`src/rtl/core/sdblk_pkg.sv`:
```
// Package for the SD-card SPI-mode block transfer engine.
// Holds phase codes, status codes, field widths and the command byte helper.
// No dependencies.
`default_nettype none
package sdblk_pkg;

  localparam int unsigned BlockBytes  = 512;
  localparam int unsigned R1PollLimit = 8;
  localparam int unsigned PollW       = 17;
  localparam int unsigned IdxW        = 10;
  localparam int unsigned CfgIdxW     = 3;
  localparam int unsigned CfgDataW    = 32;
  localparam int unsigned InDataW     = 72;
  localparam int unsigned OutDataW    = 24;

  typedef enum logic [4:0] {
    PH_IDLE, PH_CMD, PH_R1, PH_RTOK, PH_RDATA, PH_RCRC, PH_RTRAIL,
    PH_SCMD, PH_SSTUFF, PH_SR1, PH_SBUSY_OK, PH_SBUSY_BAD,
    PH_WTOK, PH_WDATA, PH_WCRC, PH_WRESP, PH_WBUSY, PH_WSTOP, PH_WSTOPBUSY
  } phase_e;

  typedef enum logic [3:0] {
    ST_OK, ST_RANGE, ST_R1_TIMEOUT, ST_R1_ERROR, ST_TOKEN_TIMEOUT, ST_TRAILER,
    ST_RESP_TIMEOUT, ST_CRC_REJECT, ST_WRITE_REJECT, ST_BUSY_TIMEOUT, ST_STOP_ERROR
  } status_e;

  typedef enum logic [1:0] {
    OP_READ_ONE, OP_READ_MANY, OP_WRITE_ONE, OP_WRITE_MANY
  } op_e;

  typedef enum logic [CfgIdxW-1:0] {
    CFG_HIGH_CAP, CFG_TOTAL_BLOCKS, CFG_SINGLE_TOK, CFG_MULTI_TOK, CFG_BUSY_WAIT,
    CFG_UNUSED5, CFG_UNUSED6, CFG_UNUSED7
  } cfg_e;

  localparam logic [7:0] TokSingle = 8'hFE;
  localparam logic [7:0] TokMulti  = 8'hFC;
  localparam logic [7:0] TokStop   = 8'hFD;
  localparam logic [7:0] IdleByte  = 8'hFF;
  localparam logic [5:0] CmdStop   = 6'd12;

  function automatic logic [5:0] op_cmd(input logic [1:0] op);
    logic [5:0] r;
    case (op)
      OP_READ_ONE:  r = 6'd17;
      OP_READ_MANY: r = 6'd18;
      OP_WRITE_ONE: r = 6'd24;
      default:      r = 6'd25;
    endcase
    return r;
  endfunction

  function automatic logic [7:0] frame_byte(input logic [5:0] idx, input logic [31:0] arg,
                                            input logic [2:0] pos);
    logic [7:0] r;
    case (pos)
      3'd0:    r = {2'b01, idx};
      3'd1:    r = arg[31:24];
      3'd2:    r = arg[23:16];
      3'd3:    r = arg[15:8];
      3'd4:    r = arg[7:0];
      default: r = 8'hFF;
    endcase
    return r;
  endfunction

endpackage
`default_nettype wire

```
`src/rtl/core/sd_spi_block_transfer_engine_top.sv`:
```
// Top level of the SD-card SPI-mode block transfer engine.
// Depends on sdblk_pkg.
//
// channel | dir | contents
// s_axis  | in  | one word per start request or completed SPI byte slot
// m_axis  | out | one result word per input word
// cfg     | in  | register writes, index 0..4
//
// The sequencer state and the result register update together at the
// accept edge, so one word per cycle is taken while the output is not
// stalled. The result register is a single stage; the input is ready when
// it is empty or being drained in the same cycle. Reset puts the sequencer
// in idle, control registers at defaults; a stalled output holds its word.
`default_nettype none
module sd_spi_block_transfer_engine_top (
  input  wire logic                           clk_i,
  input  wire logic                           rst_ni,
  input  wire logic                           s_axis_tvalid,
  output logic                                s_axis_tready,
  // tdata: op[1:0], block_number[31:0], block_count[15:0],
  //        miso_byte[7:0], write_byte[7:0], zero fill
  input  wire logic [sdblk_pkg::InDataW-1:0]  s_axis_tdata,
  // tuser: cmd (0 start, 1 byte slot completed)
  input  wire logic                           s_axis_tuser,
  output logic                                m_axis_tvalid,
  input  wire logic                           m_axis_tready,
  // tdata: mosi_byte[7:0], chip_select_active, read_valid, read_byte[7:0],
  //        write_taken, done_res, status[3:0]
  output logic [sdblk_pkg::OutDataW-1:0]      m_axis_tdata,
  input  wire logic                           cfg_we_i,
  input  wire logic [sdblk_pkg::CfgIdxW-1:0]  cfg_idx_i,
  input  wire logic [sdblk_pkg::CfgDataW-1:0] cfg_data_i
);
  import sdblk_pkg::*;

  logic        hc_q;
  logic [31:0] total_q;
  logic [PollW-1:0] stok_q, mtok_q, bwait_q;

  phase_e      phase_q, phase_d;
  logic [IdxW-1:0]  idx_q, idx_d;
  logic [PollW-1:0] poll_q, poll_d;
  logic [15:0] left_q, left_d;
  logic [31:0] addr_q, addr_d;
  logic [1:0]  oper_q, oper_d;

  logic        out_valid_q;
  logic [OutDataW-1:0] out_q;

  logic        in_cmd;
  logic [1:0]  in_op;
  logic [31:0] in_bn;
  logic [15:0] in_bc;
  logic [7:0]  m, w;

  logic [7:0]  mosi;
  logic        cs, rv, wt, done;
  logic [7:0]  rb;
  status_e     st;
  logic        accept;
  logic [PollW-1:0] poll_inc;
  logic [PollW-1:0] lim;
  logic        miss;
  logic [32:0] end_blk;
  logic        bad;
  logic [31:0] new_addr;
  logic [2:0]  bi;

  assign in_cmd = s_axis_tuser;
  assign in_op  = s_axis_tdata[1:0];
  assign in_bn  = s_axis_tdata[33:2];
  assign in_bc  = s_axis_tdata[49:34];
  assign m      = s_axis_tdata[57:50];
  assign w      = s_axis_tdata[65:58];

  assign s_axis_tready = !out_valid_q || m_axis_tready;
  assign accept        = s_axis_tvalid && s_axis_tready;
  assign m_axis_tvalid = out_valid_q;
  assign m_axis_tdata  = out_q;

  assign poll_inc = poll_q + PollW'(1);
  assign end_blk  = {1'b0, in_bn} + {17'd0, in_bc};
  assign new_addr = hc_q ? in_bn : {in_bn[22:0], 9'd0};

  // A limit of zero acts as one, which the >= compare already gives.
  always_comb begin
    case (phase_q)
      PH_RTOK:      lim = (oper_q == OP_READ_ONE) ? stok_q : mtok_q;
      PH_SBUSY_OK, PH_SBUSY_BAD, PH_WBUSY, PH_WSTOPBUSY: lim = bwait_q;
      default:      lim = PollW'(R1PollLimit);
    endcase
    miss = poll_inc >= lim;
  end

  always_comb begin
    phase_d = phase_q;
    idx_d   = idx_q;
    poll_d  = poll_q;
    left_d  = left_q;
    addr_d  = addr_q;
    oper_d  = oper_q;
    mosi    = IdleByte;
    rv      = 1'b0;
    rb      = 8'd0;
    wt      = 1'b0;
    done    = 1'b0;
    st      = ST_OK;
    cs      = 1'b0;
    bi      = 3'd0;
    if (in_op[0] == 1'b0) bad = {1'b0, in_bn} >= {1'b0, total_q};
    else                  bad = (in_bc == 16'd0) || (end_blk > {1'b0, total_q});

    if (!in_cmd) begin
      if (phase_q != PH_IDLE) begin
        cs = 1'b1;
      end else if (bad) begin
        done = 1'b1;
        st   = ST_RANGE;
      end else begin
        oper_d  = in_op;
        left_d  = in_op[0] ? in_bc : 16'd1;
        addr_d  = new_addr;
        phase_d = PH_CMD;
        idx_d   = '0;
        poll_d  = '0;
        mosi    = frame_byte(op_cmd(in_op), new_addr, 3'd0);
        cs      = 1'b1;
      end
    end else begin
      case (phase_q)
        PH_CMD, PH_SCMD: begin
          idx_d = idx_q + IdxW'(1);
          bi    = idx_d[2:0];
          if (idx_d < IdxW'(6)) begin
            mosi = (phase_q == PH_CMD) ? frame_byte(op_cmd(oper_q), addr_q, bi)
                                       : frame_byte(CmdStop, 32'd0, bi);
          end else begin
            idx_d   = '0;
            poll_d  = '0;
            phase_d = (phase_q == PH_CMD) ? PH_R1 : PH_SSTUFF;
          end
        end
        PH_R1: begin
          if (!m[7]) begin
            poll_d = '0;
            if (m != 8'd0) begin
              phase_d = PH_IDLE; done = 1'b1; st = ST_R1_ERROR;
            end else if (!oper_q[1]) begin
              phase_d = PH_RTOK;
            end else begin
              phase_d = PH_WTOK;
              mosi    = (oper_q == OP_WRITE_ONE) ? TokSingle : TokMulti;
            end
          end else begin
            poll_d = poll_inc;
            if (miss) begin phase_d = PH_IDLE; done = 1'b1; st = ST_R1_TIMEOUT; end
          end
        end
        PH_RTOK: begin
          if (m == TokSingle) begin
            phase_d = PH_RDATA;
            idx_d   = '0;
          end else begin
            poll_d = poll_inc;
            if (miss) begin phase_d = PH_IDLE; done = 1'b1; st = ST_TOKEN_TIMEOUT; end
          end
        end
        PH_RDATA: begin
          rv    = 1'b1;
          rb    = m;
          idx_d = idx_q + IdxW'(1);
          if (idx_q == IdxW'(BlockBytes - 1)) begin
            phase_d = PH_RCRC;
            idx_d   = '0;
          end
        end
        PH_RCRC: begin
          idx_d = idx_q + IdxW'(1);
          if (idx_q != '0) begin
            idx_d  = '0;
            poll_d = '0;
            left_d = (left_q != 16'd0) ? left_q - 16'd1 : left_q;
            if (oper_q == OP_READ_ONE) phase_d = PH_RTRAIL;
            else if (left_d != 16'd0) phase_d = PH_RTOK;
            else begin
              phase_d = PH_SCMD;
              mosi    = frame_byte(CmdStop, 32'd0, 3'd0);
            end
          end
        end
        PH_RTRAIL: begin
          phase_d = PH_IDLE; done = 1'b1;
          st = (m == IdleByte) ? ST_OK : ST_TRAILER;
        end
        PH_SSTUFF: begin
          phase_d = PH_SR1;
          poll_d  = '0;
        end
        PH_SR1: begin
          if (!m[7]) begin
            phase_d = (m == 8'd0) ? PH_SBUSY_OK : PH_SBUSY_BAD;
            poll_d  = '0;
          end else begin
            poll_d = poll_inc;
            if (miss) begin phase_d = PH_IDLE; done = 1'b1; st = ST_STOP_ERROR; end
          end
        end
        PH_SBUSY_OK, PH_SBUSY_BAD: begin
          if (m != 8'd0) begin
            phase_d = PH_IDLE; done = 1'b1;
            st = (phase_q == PH_SBUSY_OK) ? ST_OK : ST_STOP_ERROR;
          end else begin
            poll_d = poll_inc;
            if (miss) begin phase_d = PH_IDLE; done = 1'b1; st = ST_BUSY_TIMEOUT; end
          end
        end
        PH_WTOK: begin
          phase_d = PH_WDATA;
          mosi    = w;
          wt      = 1'b1;
          idx_d   = IdxW'(1);
        end
        PH_WDATA: begin
          if (idx_q < IdxW'(BlockBytes)) begin
            mosi  = w;
            wt    = 1'b1;
            idx_d = idx_q + IdxW'(1);
          end else begin
            phase_d = PH_WCRC;
            idx_d   = '0;
          end
        end
        PH_WCRC: begin
          idx_d = idx_q + IdxW'(1);
          if (idx_q != '0) begin
            phase_d = PH_WRESP;
            idx_d   = '0;
            poll_d  = '0;
          end
        end
        PH_WRESP: begin
          if ((m & 8'h11) == 8'h01) begin
            if (m[3:1] == 3'd2) begin
              phase_d = PH_WBUSY;
              poll_d  = '0;
            end else begin
              phase_d = PH_IDLE; done = 1'b1;
              st = (m[3:1] == 3'd5) ? ST_CRC_REJECT : ST_WRITE_REJECT;
            end
          end else begin
            poll_d = poll_inc;
            if (miss) begin phase_d = PH_IDLE; done = 1'b1; st = ST_RESP_TIMEOUT; end
          end
        end
        PH_WBUSY: begin
          if (m == IdleByte) begin
            poll_d = '0;
            left_d = (left_q != 16'd0) ? left_q - 16'd1 : left_q;
            if (oper_q == OP_WRITE_ONE) begin
              phase_d = PH_IDLE; done = 1'b1;
            end else if (left_d == 16'd0) begin
              phase_d = PH_WSTOP;
              mosi    = TokStop;
            end else begin
              phase_d = PH_WTOK;
              mosi    = TokMulti;
            end
          end else begin
            poll_d = poll_inc;
            if (miss) begin phase_d = PH_IDLE; done = 1'b1; st = ST_BUSY_TIMEOUT; end
          end
        end
        PH_WSTOP: begin
          phase_d = PH_WSTOPBUSY;
          poll_d  = '0;
        end
        PH_WSTOPBUSY: begin
          if (m == IdleByte) begin
            phase_d = PH_IDLE; done = 1'b1;
          end else begin
            poll_d = poll_inc;
            if (miss) begin phase_d = PH_IDLE; done = 1'b1; st = ST_BUSY_TIMEOUT; end
          end
        end
        default: phase_d = PH_IDLE;
      endcase
      cs = (phase_d != PH_IDLE);
    end
  end

  always_ff @(posedge clk_i or negedge rst_ni) begin
    if (!rst_ni) begin
      hc_q    <= 1'b0;
      total_q <= '0;
      stok_q  <= PollW'(10000);
      mtok_q  <= PollW'(100000);
      bwait_q <= PollW'(100000);
    end else if (cfg_we_i) begin
      case (cfg_idx_i)
        CFG_HIGH_CAP:     hc_q    <= cfg_data_i[0];
        CFG_TOTAL_BLOCKS: total_q <= cfg_data_i;
        CFG_SINGLE_TOK:   stok_q  <= cfg_data_i[PollW-1:0];
        CFG_MULTI_TOK:    mtok_q  <= cfg_data_i[PollW-1:0];
        CFG_BUSY_WAIT:    bwait_q <= cfg_data_i[PollW-1:0];
        default: ;
      endcase
    end
  end

  always_ff @(posedge clk_i or negedge rst_ni) begin
    if (!rst_ni) begin
      phase_q     <= PH_IDLE;
      idx_q       <= '0;
      poll_q      <= '0;
      left_q      <= '0;
      addr_q      <= '0;
      oper_q      <= '0;
      out_valid_q <= 1'b0;
    end else begin
      if (accept) begin
        phase_q <= phase_d;
        idx_q   <= idx_d;
        poll_q  <= poll_d;
        left_q  <= left_d;
        addr_q  <= addr_d;
        oper_q  <= oper_d;
        out_valid_q <= 1'b1;
      end else if (m_axis_tready) begin
        out_valid_q <= 1'b0;
      end
    end
  end

  always_ff @(posedge clk_i) begin
    if (accept) begin
      out_q <= {OutDataW'(0)} | OutDataW'({st, done, wt, rb, rv, cs, mosi});
    end
  end

endmodule
`default_nettype wire
```
`config.mk`:
```
export PLATFORM = sky130hd
export DESIGN_NAME = sd_spi_block_transfer_engine_top
export DESIGN_NICKNAME = d
export VERILOG_FILES = /design/src/rtl/core/sdblk_pkg.sv /design/src/rtl/core/sd_spi_block_transfer_engine_top.sv
export SDC_FILE = /design/constraint.sdc
export NUM_CORES = 1
export LEC_CHECK = 0
export ABC_AREA = 1
export ABC_CLOCK_PERIOD_IN_PS = 10200
export BUFFER_PORTS_ARGS = -buffer_cell sky130_fd_sc_hd__buf_4
export CAP_MARGIN = 0
export CORE_MARGIN = 2
export CORE_UTILIZATION = 59
export DETAILED_ROUTE_END_ITERATION = 10
export PLACE_DENSITY = 0.8
export RECOVER_POWER = 25
export SLEW_MARGIN = 20
export SYNTH_ARGS = -nofsm -noshare
export SYNTH_HDL_FRONTEND = slang
export SYNTH_SLANG_ARGS = --single-unit
```
`constraint.sdc`:
```
create_clock -name clk_i -period 10.2 [get_ports clk_i]
set_input_delay 1.53 -clock clk_i [delete_from_list [all_inputs] [get_ports clk_i]]
set_output_delay 1.53 -clock clk_i [all_outputs]
set_load 0.005 [all_outputs]
```
Word level (Yosys, flattened, before mapping)
Index checks and enable logic that the tools add are counted.
- register bits: 191
- input port bits: 113
- output and inout bits: 26
- add/subtract/negate cells: 4
- $lt $le $gt $ge: 5
- reduce and logical (&&, ||, !) cells: 37
- bitwise gates (word level): 3
- equality and inequality tests: 50
- multiplexer cells: 125
- operators by type and width (kind ; number):
    17-bit two-way mux ; 13
    17-bit one-hot mux with 9 select lines ; 1
    16-bit two-way mux ; 7
    5-bit two-way mux ; 20
    10-bit two-way mux ; 8
    5-bit one-hot mux with 15 select lines ; 1
    8-bit two-way mux ; 9
    10-bit one-hot mux with 6 select lines ; 1
    4-bit two-way mux ; 14
    8-bit one-hot mux with 6 select lines ; 1
    5-bit by 4-bit == test with 1-bit output, second input constant ; 8
    8-bit one-hot mux with 5 select lines ; 1
    17-bit one-hot mux with 2 select lines ; 1
    32-bit by 16-bit adder with 33-bit output ; 1
    33-bit by 32-bit greater-than comparator with 1-bit output ; 1
    32-bit >= comparator ; 1
    16-bit logical NOT ; 2
    32-bit two-way mux ; 1
    16-bit one-hot mux with 2 select lines ; 1
    16-bit nonzero test ; 2
    4-bit one-hot mux with 7 select lines ; 1
    1-bit two-way mux ; 26
    4-bit one-hot mux with 3 select lines ; 2
    3-bit != test, second input constant ; 7
    other kinds (47) ; 94

Longest topological paths before layout
- word-level depth: 10
- mapped depth: 34
- gate-level depth less buffers: 33

Worst setup path after synthesis
No wires, ideal clock.
- path kind: input-to-reg
- start: in s_axis_tdata[6] (netlist name)
- end: reg out_q[7] (netlist: m_axis_tdata[7]) (data pin)
- path slack: 5261 ps
- cell stages on the path: 29
- required time: 9933 ps
- library setup time: 267 ps
- arrival: 4672 ps
- path through: ha_1 > nand2_1 > nor2_1 > nand2_1 > o211ai_1 > a21boi_1 > o21ai_1 > nand2_1 > nand2_1 > a21oi_1 > nor2_1 > nand2_1 > nor2_1 > xor2_1 > ha_1 > nand2_1 > nor2_1 > a211oi_1 > nand2_1 > nand2_1 > nand2_1 > nand2_1 > nand3_2 > nand2_1 > nand2_2 > nor2_4 > buf_6 > buf_6 > a31oi_1
- cells in the longest elaborated chain, start to end: 7
- elaborated cells on any way between the ends: 8
- RTL lines (element ; RTL line ; source):
    from (decl) ; sd_spi_block_transfer_engine_top.sv:22 ; input wire logic [sdblk_pkg::InDataW-1:0] s_axis_tdata,
    32-bit by 16-bit adder with 33-bit output ; sd_spi_block_transfer_engine_top.sv:82 ; assign end_blk = {1'b0, in_bn} + {17'd0, in_bc};
    33-bit by 32-bit greater-than comparator with 1-bit output ; sd_spi_block_transfer_engine_top.sv:111 ; else bad = (in_bc == 16'd0) || (end_blk > {1'b0, total_q});
    1-bit logical OR ; sd_spi_block_transfer_engine_top.sv:111 ;
    1-bit two-way mux * ; sd_spi_block_transfer_engine_top.sv:110 ; if (in_op[0] == 1'b0) bad = {1'b0, in_bn} >= {1'b0, total_q};
    8-bit two-way mux * ; sd_spi_block_transfer_engine_top.sv:116 ; end else if (bad) begin
    8-bit two-way mux * ; sd_spi_block_transfer_engine_top.sv:114 ; if (phase_q != PH_IDLE) begin
    8-bit two-way mux * ; sd_spi_block_transfer_engine_top.sv:113 ; if (!in_cmd) begin
    net mosi[7] ; sd_spi_block_transfer_engine_top.sv:56 ; logic [7:0] mosi;
    to (signal assigned) ; sd_spi_block_transfer_engine_top.sv:336 ; out_q <= {OutDataW'(0)} | OutDataW'({st, done, wt, rb, rv, cs, mosi});
    to (decl) ; sd_spi_block_transfer_engine_top.sv:48 ; logic [OutDataW-1:0] out_q;
Mark *: on every way through the listed nets, which the timed path passes. The rest lies on a longest branch.
A chain may end at the register's enable or synchronous reset.

Final worst setup path
- start: in s_axis_tdata[4] (netlist name)
- end: reg addr_q[6]
- cells in the longest elaborated chain, start to end: 6
- elaborated cells on any way between the ends: 7
- RTL lines (element ; RTL line ; source):
    32-bit by 16-bit adder with 33-bit output ; sd_spi_block_transfer_engine_top.sv:82 ;
    33-bit by 32-bit greater-than comparator with 1-bit output ; sd_spi_block_transfer_engine_top.sv:111 ;
    1-bit logical OR ; sd_spi_block_transfer_engine_top.sv:111 ;
    1-bit two-way mux * ; sd_spi_block_transfer_engine_top.sv:110 ;
    1-bit NOT (no line) * ; n/a ;
    4-bit AND reduction (no line) * ; n/a ;
    to (signal assigned) ; sd_spi_block_transfer_engine_top.sv:325 ; addr_q <= addr_d;
    to (decl) ; sd_spi_block_transfer_engine_top.sv:44 ; logic [31:0] addr_q, addr_d;
Every way passes the cells marked *; elsewhere a longest branch is shown, timed or not.

==> key figures <==
Status
  – Status: finished with violations
  – Violations in the final reports: max-capacitance violations, max-slew violations

Clocking
  – CTS Buf Count: 17
  – Clock Tree Root: clkbuf_16
  – Clk sinks: 191
  – Setup Buffers After CTS: 0
  – Hold Buf Count CTS: 0
  – Worst-Skew Late Latency: 0.46 ns
  – Post-cts sizing count: 0
  – Worst-path clk slew: 0.07 ns
  – CTS max path bufs: 2
  – Htree depth: 4
  – CTS tree: built

STA
  – Fin. max-slew vios: 211
  – Min Hold Slack: 0.4766 ns
  – Clock Skews: 0.01182 ns
  – Final setup vio count: 0
  – Final TNS setup: 0 ns
  – Fin crit period: 6.635 ns
  – Measured slew at the worst slew-check pin: 3.065 ns
  – Max-Slew Margin vs Limit: -104.3%
  – Final hold viol count: 0
  – Period utilization: 65.05%
  – RSZ-0062 raised after global routing: no
  – Max Clk Rate: 150.7 MHz

Layout
  – Fin nets: 2280
  – Final Util: 67.32%
  – # diodes: 0
  – Commonest non-fill, non-tap cells in the layout: nand2_1 (554), nor2_1 (213), inv_1 (197), dfrtp_1 (150), o21ai_0 (148)
  – Syn-to-layout area delta: 12.85%
  – Post-route cell area: 15710 um^2
  – Commonest non-fill, non-tap cell in the layout: nand2_1
  – Share of cells above drive strength 1: 10.17%

Setup path
  – CP max-delay cell: nor2_4
  – Worst path bufs/invs: 1
  – WS Path Type: in2reg
  – Critical path fanouts, max: 38
  – CP peak stage delay: 0.69 ns
  – Top delay family on crit path: simple AND/OR/NAND/NOR gates
  – Worst Path Required: 10.53 ns
  – Nature of the critical path startpoint: input port
  – Crit-path most repeated cell: nand2_1
  – CP Capture Type: register
  – Crit path DAT: 6.97 ns

Floorplan
  – Width of the die: 157.6 um
  – I/O pin count: 139
  – Die area: 24840 um^2
  – Std-Cell Rows: 56
  – Initial Util: 59.66%
  – Die Y: 157.6 um
  – Core Footprint: 23330 um^2

Routing
  – Total wire length: 40.63 mm
  – Vias per cell: 5.752
  – Routed vias: 13.71k
  – DR pass1 iterations: 5
  – First DRT Iteration DRCs: 1398
  – WL/cell: 17.04 um
  – DRC violation count after routing: 0
  – Post-route antenna net violation count: 0

Power and ir drop
  – VDD IR max: 0.1081 mV
  – Power Total: 3128 uW
  – P per Cell Area: 199.2 nW/um^2
  – LEAKAGE: 0.008004 uW

Global route
  – GRT Resource Usage Total: 33.12%
  – Initial antenna violation count: 0
  – Pin count of the biggest net entering global routing: 66
  – Vias in the first global route: 12.58k
  – First-pass GRT wire length: 64.71 mm
  – GR Overflow Total: 0

Yosys
  – Post-synth EDFFs: 24
  – Post-synthesis register bit count: 191
  – Syn Std Cell Area: 13920 um^2
  – Mean Syn Cell Area: 7.135 um^2
  – Synthesis warning total: 0
  – Syn nets: 2179
  – Post-synth cell types: 50
  – Post-synthesis instance total: 1951
  – Primary FF master, synth: dfrtp_1
  – Register area share after synthesis: 35.35%
  – Ys async rst share: 87.43%

Placement
  – Post-DP Area: 15100 um^2
  – Buffers on Ports: 132
  – DP HPWL: 30.26 mm
  – RePlAce Congestion: 0.9420

Min path
  – HP Class: reg2reg

Run
  – Max Cap Viol: 4
worst reg2reg max path, cell delays in order (launching register included):
cell and delay [ns]:
dfrtp_1 0.48, inv_1 0.21, ha_1 0.18, buf_4 0.28
clkinv_1 0.62, nand2_1 0.21, a21oi_1 0.09, a211oi_1 0.44
ha_1 0.33, nand2_1 0.09, a21oi_1 0.04, o21ai_0 0.16
nand2_1 0.08, nand2_1 0.06, nand4_1 0.63, nor2_1 0.47
a21oi_1 0.12, nand3_1 0.14, nor2_1 0.06, nand3_1 0.15
nor2_1 0.06, nand2_1 0.07, nand2_1 0.07, inv_1 0.06
cells in the mapped netlist (all sizes together) (24+ instances only):
| cell | number | area share (%) |
|---|---|---|
| a21oi | 98 | 3.5 |
| o21ai | 171 | 6.1 |
| nand4 | 50 | 2.2 |
| edfxtp | 24 | 5.2 |
| nor2 | 217 | 6.0 |
| ha | 114 | 10 |
| nor3 | 31 | 1.1 |
| dfrtp | 150 | 27 |
| xor2 | 47 | 3.0 |
| clkbuf | 39 | 1.1 |
| nand2 | 558 | 15 |
| nand3 | 93 | 3.5 |
| inv | 208 | 5.6 |
per-stage QoR:
step	worst slack [ns]	std cells
floorplan	5.261	1951
global placement	3.430	2351
detailed placement	3.304	2351
CTS	3.725	2383
global route	2.706	2384
finish	3.565	2384
flip-flops by register name, summed over array words and instances (netlist names):
name / count
bwait_q: 17
mtok_q: 17
poll_q: 17
m_axis_tdata: 24
phase_q: 5
hc_q: 1
left_q: 16
idx_q: 10
oper_q: 2
total_q: 32
m_axis_tvalid: 1
addr_q: 32
stok_q: 17
routing by layer:
layer / global-route usage, % / vias up / wire length, um
li1: - / 6657 / -
met1: 46.89 / 6421 / 18360
met2: 52.24 / 554 / 18150
met3: 5.694 / 80 / 3128
met4: 9.870 / 0 / 989
met5: 0 / - / 0
layout make-up:
type                            count  area [um^2]
Multi-Input combinational cell   1491         7948
Fill cell                        2059         7625
Sequential cell                   191         4921
Timing Repair Buffer              141         1047
Inverter                          210        788.3
Clock buffer                       18        439.2
Tap cell                          319        399.1
Clock inverter                     14        165.2
worst paths after layout:
| kind | cells after the start | startpoint | to | slack (ns) |
|---|---|---|---|---|
| setup reg to reg | 23 | oper_q[1] | m_axis_tdata[8] | 5.00 |
| hold reg to reg | 2 | addr_q[7] | addr_q[7] | 0.48 |
| min in group asynchronous | 1 | rst_ni | left_q[11] | 2.06 |
| setup / recovery | 30 | s_axis_tdata[4] | addr_q[6] | 3.57 |
| hold / removal | 2 | addr_q[7] | addr_q[7] | 0.48 |
| max in group asynchronous | 3 | rst_ni | poll_q[10] | 3.84 |
cell families after synthesis:
group | after synthesis | share of synthesized area [%]
AOI/OAI and AO/OA | 336 | 13.43
xor gates and xnor gates | 58 | 3.649
adders and majority gates | 115 | 10.39
buffers and inverters | 269 | 7.622
DFF | 191 | 35.35
and+or+nand+nor | 982 | 29.56
report_power, final:
group	leakage (uW)	internal, uW	switching, uW	total (uW)
combinational	0.00540	454	882	1340
clock	0.000295	339	352	691
sequential	0.00231	970	131	1100
total	0.00800	1760	1370	3130
Power figures use the tool's default switching activity.
